<file path="config.mk">
export PLATFORM = sky130hd
export DESIGN_NAME = ptz_serial_frame_receiver_core_flat
export DESIGN_NICKNAME = d
export VERILOG_FILES = /design/src/design/ptz_frm_pkg.sv /design/src/design/ptz_frm_in_if.sv /design/src/design/ptz_frm_out_if.sv /design/src/design/ptz_serial_frame_receiver_core.sv /design/src/design/ptz_frm_front.sv /design/src/design/ptz_frm_exec.sv /design/src/design/ptz_frm_check.sv /design/src/flat_wrapper.sv
export SDC_FILE = /design/constraint.sdc
export NUM_CORES = 1
export LEC_CHECK = 0
export ABC_CLOCK_PERIOD_IN_PS = 9700
export BUFFER_PORTS_ARGS = -buffer_cell sky130_fd_sc_hd__clkbuf_2
export CAP_MARGIN = 5
export CORE_MARGIN = 1
export CORE_UTILIZATION = 45
export CTS_CLUSTER_DIAMETER = 60
export DETAILED_ROUTE_END_ITERATION = 12
export PLACE_DENSITY = 0.66
export SETUP_SLACK_MARGIN = 0.3
export SYNTH_ARGS = -nofsm -noshare
export SYNTH_HDL_FRONTEND = slang
export SYNTH_SLANG_ARGS = --single-unit
</file>
<file path="constraint.sdc">
create_clock -name i_clk -period 9.7 [get_ports i_clk]
set_clock_uncertainty 0.05 [all_clocks]
set_input_delay 1.455 -clock i_clk [delete_from_list [all_inputs] [get_ports i_clk]]
set_output_delay 1.455 -clock i_clk [all_outputs]
set_load 0.01 [all_outputs]
</file>
<file path="src/design/ptz_frm_pkg.sv">
// ptz_frm_pkg: sizes, types and codes shared by the serial frame receiver
// no dependencies; every other design file refers to it by scoped names
`default_nettype none

package ptz_frm_pkg;

    localparam int FRAME_BYTES  = 8;
    localparam int BUFFER_BYTES = 32;
    localparam int QUEUE_DEPTH  = 8;
    localparam int CMDQ_DEPTH   = 2;

    localparam int BYTE_W      = 8;
    localparam int WORD_W      = 16;
    localparam int ACTION_BITS = 10;
    localparam int ACTION_LSB  = 1;

    localparam int POS_W     = $clog2(BUFFER_BYTES);
    localparam int FIDX_W    = $clog2(FRAME_BYTES);
    localparam int QPTR_W    = $clog2(QUEUE_DEPTH);
    localparam int QCNT_W    = $clog2(QUEUE_DEPTH + 1);
    localparam int CQ_PTR_W  = $clog2(CMDQ_DEPTH);
    localparam int CQ_CNT_W  = $clog2(CMDQ_DEPTH + 1);

    localparam int CFG_IDX_W  = 1;
    localparam int CFG_DATA_W = BYTE_W;

    typedef logic [BYTE_W-1:0] t_byte;
    typedef logic [WORD_W-1:0] t_word;
    typedef t_byte [FRAME_BYTES-1:0] t_frame;

    localparam t_byte START_BYTE_RST = 8'hA0;
    localparam t_byte END_BYTE_RST   = 8'hAF;

    typedef enum logic [0:0] {
        OP_BYTE = 1'b0,
        OP_PULL = 1'b1
    } t_op;

    typedef enum logic [CFG_IDX_W-1:0] {
        REG_START_BYTE = 1'b0,
        REG_END_BYTE   = 1'b1
    } t_reg_idx;

    typedef struct packed {
        t_op   op;
        t_byte data;
    } t_cmd;

    typedef struct packed {
        t_byte start_byte;
        t_byte end_byte;
    } t_cfg;

    typedef struct packed {
        logic   valid;
        logic   present;
        t_frame frame;
    } t_pop;

endpackage

`default_nettype wire

</file>
<file path="src/design/ptz_frm_in_if.sv">
// ptz_frm_in_if: input channel carrying a received byte or a pull request
// depends on ptz_frm_pkg
`default_nettype none

interface ptz_frm_in_if;
    logic                valid;
    logic                ready;
    logic                action;
    ptz_frm_pkg::t_byte  rx_byte;

    modport source (output valid, output action, output rx_byte, input ready);
    modport sink   (input valid, input action, input rx_byte, output ready);
endinterface

`default_nettype wire

</file>
<file path="src/design/ptz_frm_out_if.sv">
// ptz_frm_out_if: result channel carrying one result beat per pull, decoded from a frame when one is present
// depends on ptz_frm_pkg
`default_nettype none

interface ptz_frm_out_if;
    logic                                   valid;
    logic                                   ready;
    logic                                   message_present;
    logic                                   frame_ok;
    ptz_frm_pkg::t_byte                     camera_address;
    ptz_frm_pkg::t_word                     command_word;
    ptz_frm_pkg::t_word                     data_word;
    logic                                   stop_request;
    logic [ptz_frm_pkg::ACTION_BITS-1:0]    command_actions;

    modport source (output valid, output message_present, output frame_ok,
                    output camera_address, output command_word, output data_word,
                    output stop_request, output command_actions, input ready);
    modport sink   (input valid, input message_present, input frame_ok,
                    input camera_address, input command_word, input data_word,
                    input stop_request, input command_actions, output ready);
endinterface

`default_nettype wire

</file>
<file path="src/design/ptz_serial_frame_receiver_core.sv">
// ptz_serial_frame_receiver_core: top level of the serial frame receiver
// depends on ptz_frm_pkg, both channel interfaces, front, exec and check modules
//
// channel    direction  beat contents
// i_in       in         action, rx_byte
// o_out      out        message_present, frame_ok, camera_address, command_word,
//                       data_word, stop_request, command_actions
// i_cfg_*    in         write enable, register index, 8-bit data
//
// one beat accepted per cycle, bytes and pulls alike, while the command queue has room
// a pull beat's result is registered in the queue, the fifo read and the check stage
// byte beats yield nothing; a completed frame enters a non-full fifo for the next beat
// a stalled result holds later pulls and, in order, any bytes queued behind them
// reset empties queues, no clearing pass; unwritten frame data is masked by present
`default_nettype none

module ptz_serial_frame_receiver_core (
    input  wire logic                                   i_clk,
    input  wire logic                                   i_rst_n,
    ptz_frm_in_if.sink                                  i_in,
    ptz_frm_out_if.source                               o_out,
    input  wire logic                                   i_cfg_we,
    input  wire logic [ptz_frm_pkg::CFG_IDX_W-1:0]      i_cfg_idx,
    input  wire logic [ptz_frm_pkg::CFG_DATA_W-1:0]     i_cfg_data
);

    ptz_frm_pkg::t_cfg  r_cfg;
    logic               w_cmd_valid;
    ptz_frm_pkg::t_cmd  w_cmd;
    logic               w_cmd_ready;
    ptz_frm_pkg::t_pop  w_pop;
    logic               w_pop_take;

    always_ff @(posedge i_clk) begin
        if (!i_rst_n) begin
            r_cfg.start_byte <= ptz_frm_pkg::START_BYTE_RST;
            r_cfg.end_byte   <= ptz_frm_pkg::END_BYTE_RST;
        end else if (i_cfg_we) begin
            case (ptz_frm_pkg::t_reg_idx'(i_cfg_idx))
                ptz_frm_pkg::REG_START_BYTE: r_cfg.start_byte <= i_cfg_data;
                ptz_frm_pkg::REG_END_BYTE:   r_cfg.end_byte   <= i_cfg_data;
                default: begin
                end
            endcase
        end
    end

    ptz_frm_front u_front (
        .i_clk       (i_clk),
        .i_rst_n     (i_rst_n),
        .i_in        (i_in),
        .o_cmd_valid (w_cmd_valid),
        .o_cmd       (w_cmd),
        .i_cmd_ready (w_cmd_ready)
    );

    ptz_frm_exec u_exec (
        .i_clk       (i_clk),
        .i_rst_n     (i_rst_n),
        .i_cmd_valid (w_cmd_valid),
        .i_cmd       (w_cmd),
        .o_cmd_ready (w_cmd_ready),
        .i_cfg       (r_cfg),
        .o_pop       (w_pop),
        .i_pop_take  (w_pop_take)
    );

    ptz_frm_check u_check (
        .i_clk   (i_clk),
        .i_rst_n (i_rst_n),
        .i_cfg   (r_cfg),
        .i_pop   (w_pop),
        .o_take  (w_pop_take),
        .o_out   (o_out)
    );

endmodule

`default_nettype wire

</file>
<file path="src/design/ptz_frm_front.sv">
// ptz_frm_front: accepts input beats, classifies them and queues commands
// depends on ptz_frm_pkg and ptz_frm_in_if
`default_nettype none

module ptz_frm_front (
    input  wire logic               i_clk,
    input  wire logic               i_rst_n,
    ptz_frm_in_if.sink              i_in,
    output      logic               o_cmd_valid,
    output      ptz_frm_pkg::t_cmd  o_cmd,
    input  wire logic               i_cmd_ready
);

    ptz_frm_pkg::t_cmd                      r_q [ptz_frm_pkg::CMDQ_DEPTH];
    logic [ptz_frm_pkg::CQ_PTR_W-1:0]       r_wp, n_wp;
    logic [ptz_frm_pkg::CQ_PTR_W-1:0]       r_rp, n_rp;
    logic [ptz_frm_pkg::CQ_CNT_W-1:0]       r_cnt, n_cnt;
    ptz_frm_pkg::t_cmd                      w_cmd;
    logic                                   w_push;
    logic                                   w_pop;

    always_comb begin
        w_cmd.data = i_in.rx_byte;
        case (ptz_frm_pkg::t_op'(i_in.action))
            ptz_frm_pkg::OP_PULL: w_cmd.op = ptz_frm_pkg::OP_PULL;
            default:              w_cmd.op = ptz_frm_pkg::OP_BYTE;
        endcase
    end

    assign i_in.ready  = (r_cnt < ptz_frm_pkg::CQ_CNT_W'(ptz_frm_pkg::CMDQ_DEPTH));
    assign o_cmd_valid = (r_cnt != '0);
    assign o_cmd       = r_q[r_rp];
    assign w_push      = i_in.valid && i_in.ready;
    assign w_pop       = o_cmd_valid && i_cmd_ready;

    always_comb begin
        n_wp  = r_wp;
        n_rp  = r_rp;
        if (w_push) begin
            n_wp = (r_wp == ptz_frm_pkg::CQ_PTR_W'(ptz_frm_pkg::CMDQ_DEPTH - 1))
                   ? '0 : r_wp + 1'b1;
        end
        if (w_pop) begin
            n_rp = (r_rp == ptz_frm_pkg::CQ_PTR_W'(ptz_frm_pkg::CMDQ_DEPTH - 1))
                   ? '0 : r_rp + 1'b1;
        end
        n_cnt = r_cnt + ptz_frm_pkg::CQ_CNT_W'(w_push) - ptz_frm_pkg::CQ_CNT_W'(w_pop);
    end

    always_ff @(posedge i_clk) begin
        if (w_push) begin
            r_q[r_wp] <= w_cmd;
        end
    end

    always_ff @(posedge i_clk) begin
        if (!i_rst_n) begin
            r_wp  <= '0;
            r_rp  <= '0;
            r_cnt <= '0;
        end else begin
            r_wp  <= n_wp;
            r_rp  <= n_rp;
            r_cnt <= n_cnt;
        end
    end

endmodule

`default_nettype wire

</file>
<file path="src/design/ptz_frm_exec.sv">
// ptz_frm_exec: frame assembly, message fifo and pop stage
// depends on ptz_frm_pkg
`default_nettype none

module ptz_frm_exec (
    input  wire logic               i_clk,
    input  wire logic               i_rst_n,
    input  wire logic               i_cmd_valid,
    input  wire ptz_frm_pkg::t_cmd  i_cmd,
    output      logic               o_cmd_ready,
    input  wire ptz_frm_pkg::t_cfg  i_cfg,
    output      ptz_frm_pkg::t_pop  o_pop,
    input  wire logic               i_pop_take
);

    ptz_frm_pkg::t_frame                r_frame;
    ptz_frm_pkg::t_frame                r_mem [ptz_frm_pkg::QUEUE_DEPTH];
    ptz_frm_pkg::t_frame                r_pop_frame;
    logic                               r_pop_valid;
    logic                               r_pop_present;
    logic [ptz_frm_pkg::POS_W-1:0]      r_pos, n_pos;
    logic [ptz_frm_pkg::QPTR_W-1:0]     r_wr_ptr, n_wr_ptr;
    logic [ptz_frm_pkg::QPTR_W-1:0]     r_rd_ptr, n_rd_ptr;
    logic [ptz_frm_pkg::QCNT_W-1:0]     r_count, n_count;

    logic                               w_pop_free;
    logic                               w_is_byte;
    logic                               w_is_pull;
    logic [ptz_frm_pkg::POS_W-1:0]      w_pos_eff;
    logic                               w_wr_frame;
    logic                               w_frame_done;
    logic                               w_push;
    logic                               w_pop;
    ptz_frm_pkg::t_frame                w_push_frame;

    assign w_pop_free  = !r_pop_valid || i_pop_take;
    assign o_cmd_ready = (i_cmd.op == ptz_frm_pkg::OP_BYTE) || w_pop_free;
    assign w_is_byte   = i_cmd_valid && o_cmd_ready && (i_cmd.op == ptz_frm_pkg::OP_BYTE);
    assign w_is_pull   = i_cmd_valid && o_cmd_ready && (i_cmd.op == ptz_frm_pkg::OP_PULL);

    always_comb begin
        w_pos_eff    = (i_cmd.data == i_cfg.start_byte) ? '0 : r_pos;
        w_wr_frame   = w_is_byte && (w_pos_eff < ptz_frm_pkg::POS_W'(ptz_frm_pkg::FRAME_BYTES));
        n_pos        = r_pos;
        if (w_is_byte) begin
            n_pos = (w_pos_eff == ptz_frm_pkg::POS_W'(ptz_frm_pkg::BUFFER_BYTES - 1))
                    ? '0 : w_pos_eff + 1'b1;
        end
        w_frame_done = w_is_byte && (n_pos == ptz_frm_pkg::POS_W'(ptz_frm_pkg::FRAME_BYTES));
        w_push       = w_frame_done &&
                       (r_count != ptz_frm_pkg::QCNT_W'(ptz_frm_pkg::QUEUE_DEPTH));
        w_pop        = w_is_pull && (r_count != '0);

        w_push_frame = r_frame;
        w_push_frame[ptz_frm_pkg::FRAME_BYTES-1] = i_cmd.data;

        n_wr_ptr = r_wr_ptr;
        n_rd_ptr = r_rd_ptr;
        if (w_push) begin
            n_wr_ptr = (r_wr_ptr == ptz_frm_pkg::QPTR_W'(ptz_frm_pkg::QUEUE_DEPTH - 1))
                       ? '0 : r_wr_ptr + 1'b1;
        end
        if (w_pop) begin
            n_rd_ptr = (r_rd_ptr == ptz_frm_pkg::QPTR_W'(ptz_frm_pkg::QUEUE_DEPTH - 1))
                       ? '0 : r_rd_ptr + 1'b1;
        end
        n_count = r_count + ptz_frm_pkg::QCNT_W'(w_push) - ptz_frm_pkg::QCNT_W'(w_pop);
    end

    always_ff @(posedge i_clk) begin
        if (w_wr_frame) begin
            r_frame[w_pos_eff[ptz_frm_pkg::FIDX_W-1:0]] <= i_cmd.data;
        end
    end

    // message fifo storage, registered read
    always_ff @(posedge i_clk) begin
        if (w_push) begin
            r_mem[r_wr_ptr] <= w_push_frame;
        end
        if (w_is_pull) begin
            r_pop_frame <= r_mem[r_rd_ptr];
        end
    end

    always_ff @(posedge i_clk) begin
        if (!i_rst_n) begin
            r_pos         <= '0;
            r_wr_ptr      <= '0;
            r_rd_ptr      <= '0;
            r_count       <= '0;
            r_pop_valid   <= 1'b0;
            r_pop_present <= 1'b0;
        end else begin
            r_pos    <= n_pos;
            r_wr_ptr <= n_wr_ptr;
            r_rd_ptr <= n_rd_ptr;
            r_count  <= n_count;
            if (w_is_pull) begin
                r_pop_valid   <= 1'b1;
                r_pop_present <= w_pop;
            end else if (i_pop_take) begin
                r_pop_valid   <= 1'b0;
            end
        end
    end

    assign o_pop.valid   = r_pop_valid;
    assign o_pop.present = r_pop_present;
    assign o_pop.frame   = r_pop_frame;

    a_count_range: assert property (@(posedge i_clk) disable iff (!i_rst_n)
        r_count <= ptz_frm_pkg::QCNT_W'(ptz_frm_pkg::QUEUE_DEPTH))
        else $error("message fifo count out of range");

    a_ptr_match: assert property (@(posedge i_clk) disable iff (!i_rst_n)
        (r_count == '0 || r_count == ptz_frm_pkg::QCNT_W'(ptz_frm_pkg::QUEUE_DEPTH))
        |-> (r_wr_ptr == r_rd_ptr))
        else $error("fifo pointers disagree with count");

    a_pos_range: assert property (@(posedge i_clk) disable iff (!i_rst_n)
        r_pos < ptz_frm_pkg::POS_W'(ptz_frm_pkg::BUFFER_BYTES - 1) ||
        r_pos == ptz_frm_pkg::POS_W'(ptz_frm_pkg::BUFFER_BYTES - 1))
        else $error("byte position beyond buffer");

    a_full_drop: assert property (@(posedge i_clk) disable iff (!i_rst_n)
        (w_frame_done && r_count == ptz_frm_pkg::QCNT_W'(ptz_frm_pkg::QUEUE_DEPTH))
        |=> $stable(r_wr_ptr))
        else $error("push into a full fifo");

    a_pop_hold: assert property (@(posedge i_clk) disable iff (!i_rst_n)
        (r_pop_valid && !i_pop_take) |=> (r_pop_valid && $stable(r_pop_present)))
        else $error("pop stage lost a beat");

endmodule

`default_nettype wire

</file>
<file path="src/design/ptz_frm_check.sv">
// ptz_frm_check: validates a popped frame, decodes fields, holds the result beat
// depends on ptz_frm_pkg and ptz_frm_out_if
`default_nettype none

module ptz_frm_check (
    input  wire logic               i_clk,
    input  wire logic               i_rst_n,
    input  wire ptz_frm_pkg::t_cfg  i_cfg,
    input  wire ptz_frm_pkg::t_pop  i_pop,
    output      logic               o_take,
    ptz_frm_out_if.source           o_out
);

    logic                                   r_valid;
    logic                                   r_present;
    logic                                   r_ok;
    ptz_frm_pkg::t_byte                     r_addr;
    ptz_frm_pkg::t_word                     r_comm;
    ptz_frm_pkg::t_word                     r_data;
    logic                                   r_stop;
    logic [ptz_frm_pkg::ACTION_BITS-1:0]    r_actions;

    ptz_frm_pkg::t_byte                     w_sum;
    logic                                   w_ok;
    ptz_frm_pkg::t_byte                     w_addr;
    ptz_frm_pkg::t_word                     w_comm;
    ptz_frm_pkg::t_word                     w_data;

    assign o_take = i_pop.valid && (!r_valid || o_out.ready);

    always_comb begin
        w_sum = '0;
        for (int i = 1; i < ptz_frm_pkg::FRAME_BYTES - 2; i++) begin
            w_sum = w_sum ^ i_pop.frame[ptz_frm_pkg::FIDX_W'(i)];
        end
        w_ok   = i_pop.present &&
                 (i_pop.frame[0] == i_cfg.start_byte) &&
                 (i_pop.frame[ptz_frm_pkg::FRAME_BYTES-2] == i_cfg.end_byte) &&
                 (i_pop.frame[ptz_frm_pkg::FRAME_BYTES-1] == w_sum);
        w_addr = i_pop.present ? i_pop.frame[1] : '0;
        w_comm = i_pop.present ? {i_pop.frame[2], i_pop.frame[3]} : '0;
        w_data = i_pop.present ? {i_pop.frame[4], i_pop.frame[5]} : '0;
    end

    always_ff @(posedge i_clk) begin
        if (o_take) begin
            r_present <= i_pop.present;
            r_ok      <= w_ok;
            r_addr    <= w_addr;
            r_comm    <= w_comm;
            r_data    <= w_data;
            r_stop    <= w_ok && (w_comm == '0) && (w_data == '0);
            r_actions <= w_ok ? w_comm[ptz_frm_pkg::ACTION_LSB +: ptz_frm_pkg::ACTION_BITS]
                              : '0;
        end
    end

    always_ff @(posedge i_clk) begin
        if (!i_rst_n) begin
            r_valid <= 1'b0;
        end else if (o_take) begin
            r_valid <= 1'b1;
        end else if (o_out.ready) begin
            r_valid <= 1'b0;
        end
    end

    assign o_out.valid           = r_valid;
    assign o_out.message_present = r_present;
    assign o_out.frame_ok        = r_ok;
    assign o_out.camera_address  = r_addr;
    assign o_out.command_word    = r_comm;
    assign o_out.data_word       = r_data;
    assign o_out.stop_request    = r_stop;
    assign o_out.command_actions = r_actions;

endmodule

`default_nettype wire
</file>
<file path="src/flat_wrapper.sv">
// flat-port wrapper written by rule: the top's interface ports become plain ports
module ptz_serial_frame_receiver_core_flat 
  (i_clk, i_rst_n, i_cfg_we, i_cfg_idx, i_cfg_data, i_in_valid, i_in_action, i_in_rx_byte, i_in_ready, o_out_valid, o_out_message_present, o_out_frame_ok, o_out_camera_address, o_out_command_word, o_out_data_word, o_out_stop_request, o_out_command_actions, o_out_ready);
  ptz_frm_in_if i_in_i ();
  ptz_frm_out_if o_out_i ();
  input  wire logic i_clk;
  input  wire logic i_rst_n;
  input  wire logic i_cfg_we;
  input  wire logic [ptz_frm_pkg::CFG_IDX_W-1:0] i_cfg_idx;
  input  wire logic [ptz_frm_pkg::CFG_DATA_W-1:0] i_cfg_data;
  input wire logic [$bits(i_in_i.valid)-1:0] i_in_valid;
  input wire logic [$bits(i_in_i.action)-1:0] i_in_action;
  input wire logic [$bits(i_in_i.rx_byte)-1:0] i_in_rx_byte;
  output wire logic [$bits(i_in_i.ready)-1:0] i_in_ready;
  output wire logic [$bits(o_out_i.valid)-1:0] o_out_valid;
  output wire logic [$bits(o_out_i.message_present)-1:0] o_out_message_present;
  output wire logic [$bits(o_out_i.frame_ok)-1:0] o_out_frame_ok;
  output wire logic [$bits(o_out_i.camera_address)-1:0] o_out_camera_address;
  output wire logic [$bits(o_out_i.command_word)-1:0] o_out_command_word;
  output wire logic [$bits(o_out_i.data_word)-1:0] o_out_data_word;
  output wire logic [$bits(o_out_i.stop_request)-1:0] o_out_stop_request;
  output wire logic [$bits(o_out_i.command_actions)-1:0] o_out_command_actions;
  input wire logic [$bits(o_out_i.ready)-1:0] o_out_ready;
  assign i_in_i.valid = i_in_valid;
  assign i_in_i.action = i_in_action;
  assign i_in_i.rx_byte = i_in_rx_byte;
  assign i_in_ready = i_in_i.ready;
  assign o_out_valid = o_out_i.valid;
  assign o_out_message_present = o_out_i.message_present;
  assign o_out_frame_ok = o_out_i.frame_ok;
  assign o_out_camera_address = o_out_i.camera_address;
  assign o_out_command_word = o_out_i.command_word;
  assign o_out_data_word = o_out_i.data_word;
  assign o_out_stop_request = o_out_i.stop_request;
  assign o_out_command_actions = o_out_i.command_actions;
  assign o_out_i.ready = o_out_ready;
  ptz_serial_frame_receiver_core u_core (.i_clk(i_clk), .i_rst_n(i_rst_n), .i_in(i_in_i), .o_out(o_out_i), .i_cfg_we(i_cfg_we), .i_cfg_idx(i_cfg_idx), .i_cfg_data(i_cfg_data));
endmodule
</file>
==> metrics.cfg <==
[run_status]
status=finished, final reports clean

[worst_hold_path]
min_path_cells=2
worstHoldStart=u_core.r_cfg[10]
min_to=u_core.r_cfg[10]
hp-class=reg -> reg

[power]
comb_power_share_pct=11.1
switching_power_mw=1.58
peakVddDrop_mv=0.166
power_mw=6.85
pwr-share-clk_pct=37.5
power_frac_seq_pct=51.3
power.leakage_nw=9.10
swShare_pct=23.1
p_int_mw=5.26
powerDensity_mw_per_mm2=239

[synthesis]
ys_seq_elements=670
synth_warnings=0
seq_area_frac_synth_pct=78.8
synth_nets=1218
netlist.area_leader.share_pct=75.7
ys_async_sr_fraction_pct=0
synth_area_leaders=edfxtp_1 (76%), mux4_2 (10%), dfxtp_1 (3.1%)
synth_top_area_cell=edfxtp_1
synthesis.area_sq_mm=0.0250
synth_ff_type=edfxtp_1
synth_area_per_cell_sq_um=21.2
synthCells=1180
synth-edff-count=631
yosys.cell_types.count=47

[detailed_routing]
routed_wl_microns=47700
vias=11300
via_per_inst=5.36
drc_errors=0
drt_iter0_drc=1079
wl_per_cell_microns=22.6
ant_nets=0
drt_pre_antenna_iters=7

[floorplanning]
die-height_microns=238
die_x_microns=238
ios=78
core_area_sq_mm=0.0550
rows=86
start_util_pct=45.5
dieArea_sq_mm=0.0566

[worst_setup_path]
r2r_end=u_core.u_exec.r_mem[4][28]
cpPeakStageDelay_ps=790
critPathKind=reg -> reg
worstRegToRegCells=16
r2r_setup_slack_ps=4360
slowest_stage=buf_4
crit_family=simple AND/OR/NAND/NOR gates
crit_chain=mux2_2, xor2_1, nor4_4, nand2_2, and2_1, ha_1, and4_1, ha_1, a31oi_1, o31ai_1, o21ai_1, o2111a_1, and3_1, inv_6, nor4b_4, buf_4
critPathBufInv=2
cp_common_cell=ha_1
critPathRequiredTime_ps=9850
critPathMaxFanout=56
crit_arrival_ps=5490
endpoint_kind=flop
startpoint_type=flop

[timing]
hold_violations=0
slew_violations=0
whs_ps=446
period_share_pct=55.0
setup_viol=0
min_period_ps=5340
fin_setup_tns_ps=0
rsz0062_at_grt=no
relSlewSlack_pct=26.6
fmax_ghz=0.187
tightest_slew_ps=1100

[clock_network]
clock_sinks=670
cts_max_path_buffers=3
cts_setup_buffers=0
cts_tree=done
cts_hold_buf=0
clk_pin_slew_ps=60
ctsResizeCount=0
clockRootBuffer=clkbuf_16
cts_buffers=72
h-tree-depth=3
clk_latency_ps=600

[placed_design]
globalplace.congestion=0.798
portBuffers=77
place_hpwl_microns=26900

[global_route]
grt_max_degree=67
grt.total_usage_pct=17.3
grt_first_pass_wirelength_microns=71700
first_global_vias=11600
grt_antenna_before_repair=1
grt_remaining_overflow=0

[cells_and_area]
drive_above_1_share_pct=28.8
num-fill-cells=4274
nNetsFinal=1344
antennaDiodeCount=0
area_growth_pct=14.3

[flow_run]
cap_violations=0

[registers in the layout, indices dropped and copies added (netlist names), 4 cells and up, named ones only]
name	flops
u_core.u_exec.r_mem	448
u_core.u_check.o_out.camera_address	8
u_core.u_front.r_q	18
u_core.u_exec.o_pop	56
u_core.u_exec.r_count	4
u_core.u_check.o_out.command_word	16
u_core.u_exec.r_frame	56
u_core.u_check.o_out.data_word	16
u_core.r_cfg	16
u_core.u_check.o_out.command_actions	10
u_core.u_exec.r_pos	5
[worst min-delay path: cells and delay by family, from the launching register on]
family | cells | cell delay [ps]
AO/OA/AOI/OAI | 1 | 50
AND/OR/NAND/NOR | 1 | 60
flip-flops | 1 | 330
[worst max path at each step]
stage / start / to / cells after the start
after floorplan: flop / u_core.u_exec.r_mem[0][0] / 17
after global routing: flop / u_core.u_exec.r_mem[5][38] / 16
after detailed placement: flop / u_core.u_exec.r_mem[4][35] / 16
after global placement: flop / u_core.u_exec.r_mem[5][26] / 16
final: flop / u_core.u_exec.r_mem[4][28] / 16
after CTS: flop / u_core.u_exec.r_mem[4][28] / 16
[placed cells by master, fill, tap and decap left out, drive strengths merged, types with 2 or more instances in the layout]
master / instances
nand2: 49
nand2b: 2
nor3: 8
a21oi: 16
o31ai: 2
nor2: 20
nor2b: 3
mux2i: 6
xor2: 11
xnor2: 19
ha: 14
a31oi: 3
mux2: 65
buf: 24
and3: 2
and2: 58
clkinv: 21
or3: 2
edfxtp: 631
nand3b: 2
nor4b: 5
dfxtp: 39
clkinvlp: 2
bufinv: 4
nand3: 12
o21ai: 2
clkbuf: 173
inv: 19
nor4: 16
mux4: 112
nand4: 6
[power by group through the flow]
| stage | sequential [mW] | combinational [mW] | clock [mW] |
|---|---|---|---|
| CTS | 3.52 | 0.781 | 2.63 |
| floorplan | 3.51 | 0.593 | 0 |
| detailed placement | 3.58 | 0.776 | 0 |
| global route | 3.54 | 0.835 | 2.73 |
| finish | 3.51 | 0.763 | 2.57 |
| global placement | 3.57 | 0.764 | 0 |
[layout make-up]
cell class	instances	area, sq um	area share (%)
tap	748	936	3.27
multi-input combinational	446	5090	17.8
timing repair buffer	101	566	1.98
clock buffer	96	1950	6.83
inverter	15	61.3	0.214
clock inverter	31	274	0.958
sequential	670	19700	69.0
[Yosys cell counts, types with 7 or more instances]
cell type / n
nand3_1: 12
nor4_1: 14
and2_1: 58
buf_2: 7
dfxtp_1: 39
inv_1: 14
mux2_2: 64
mux4_2: 112
clkbuf_1: 35
nand2_1: 48
a21oi_1: 16
xnor2_1: 19
edfxtp_1: 631
xor2_1: 11
ha_1: 14
nor2_1: 20
nor3_1: 8
[per-layer routing]
| layer | vias to the layer above | share of wire, % | GRT usage [%] |
|---|---|---|---|
| li1 | 5008 | - | - |
| met1 | 5853 | 45 | 24.4 |
| met2 | 358 | 47 | 27.1 |
| met3 | 74 | 6.1 | 4.05 |
| met4 | 0 | 2.3 | 5.02 |
| met5 | - | 0 | 0 |
[stage by stage]
stage | instance area [sq um] | utilization (%) | setup WS (ps) | instances
after floorplan | 25000 | - | 651 | 1180
after global placement | 26400 | 48.0 | 4480 | 1980
after detailed placement | 26400 | 48.0 | 4350 | 1980
after CTS | 28600 | 52.0 | 4330 | 2107
after global routing | 28600 | 52.0 | 4040 | 2107
final | 28600 | 52.0 | 4360 | 2107
[cell families (layout without fill, tap and decap cells)]
family | Yosys count | in the layout | synth area share (%)
compound gates | 30 | 30 | 0.740
xor+xnor | 30 | 30 | 1.05
fa+ha+maj | 15 | 15 | 0.780
buf+inv | 64 | 243 | 1.07
flops | 670 | 670 | 78.8
mux | 183 | 183 | 13.3
simple gates | 188 | 188 | 4.28
(Power assumes the default switching activity.)
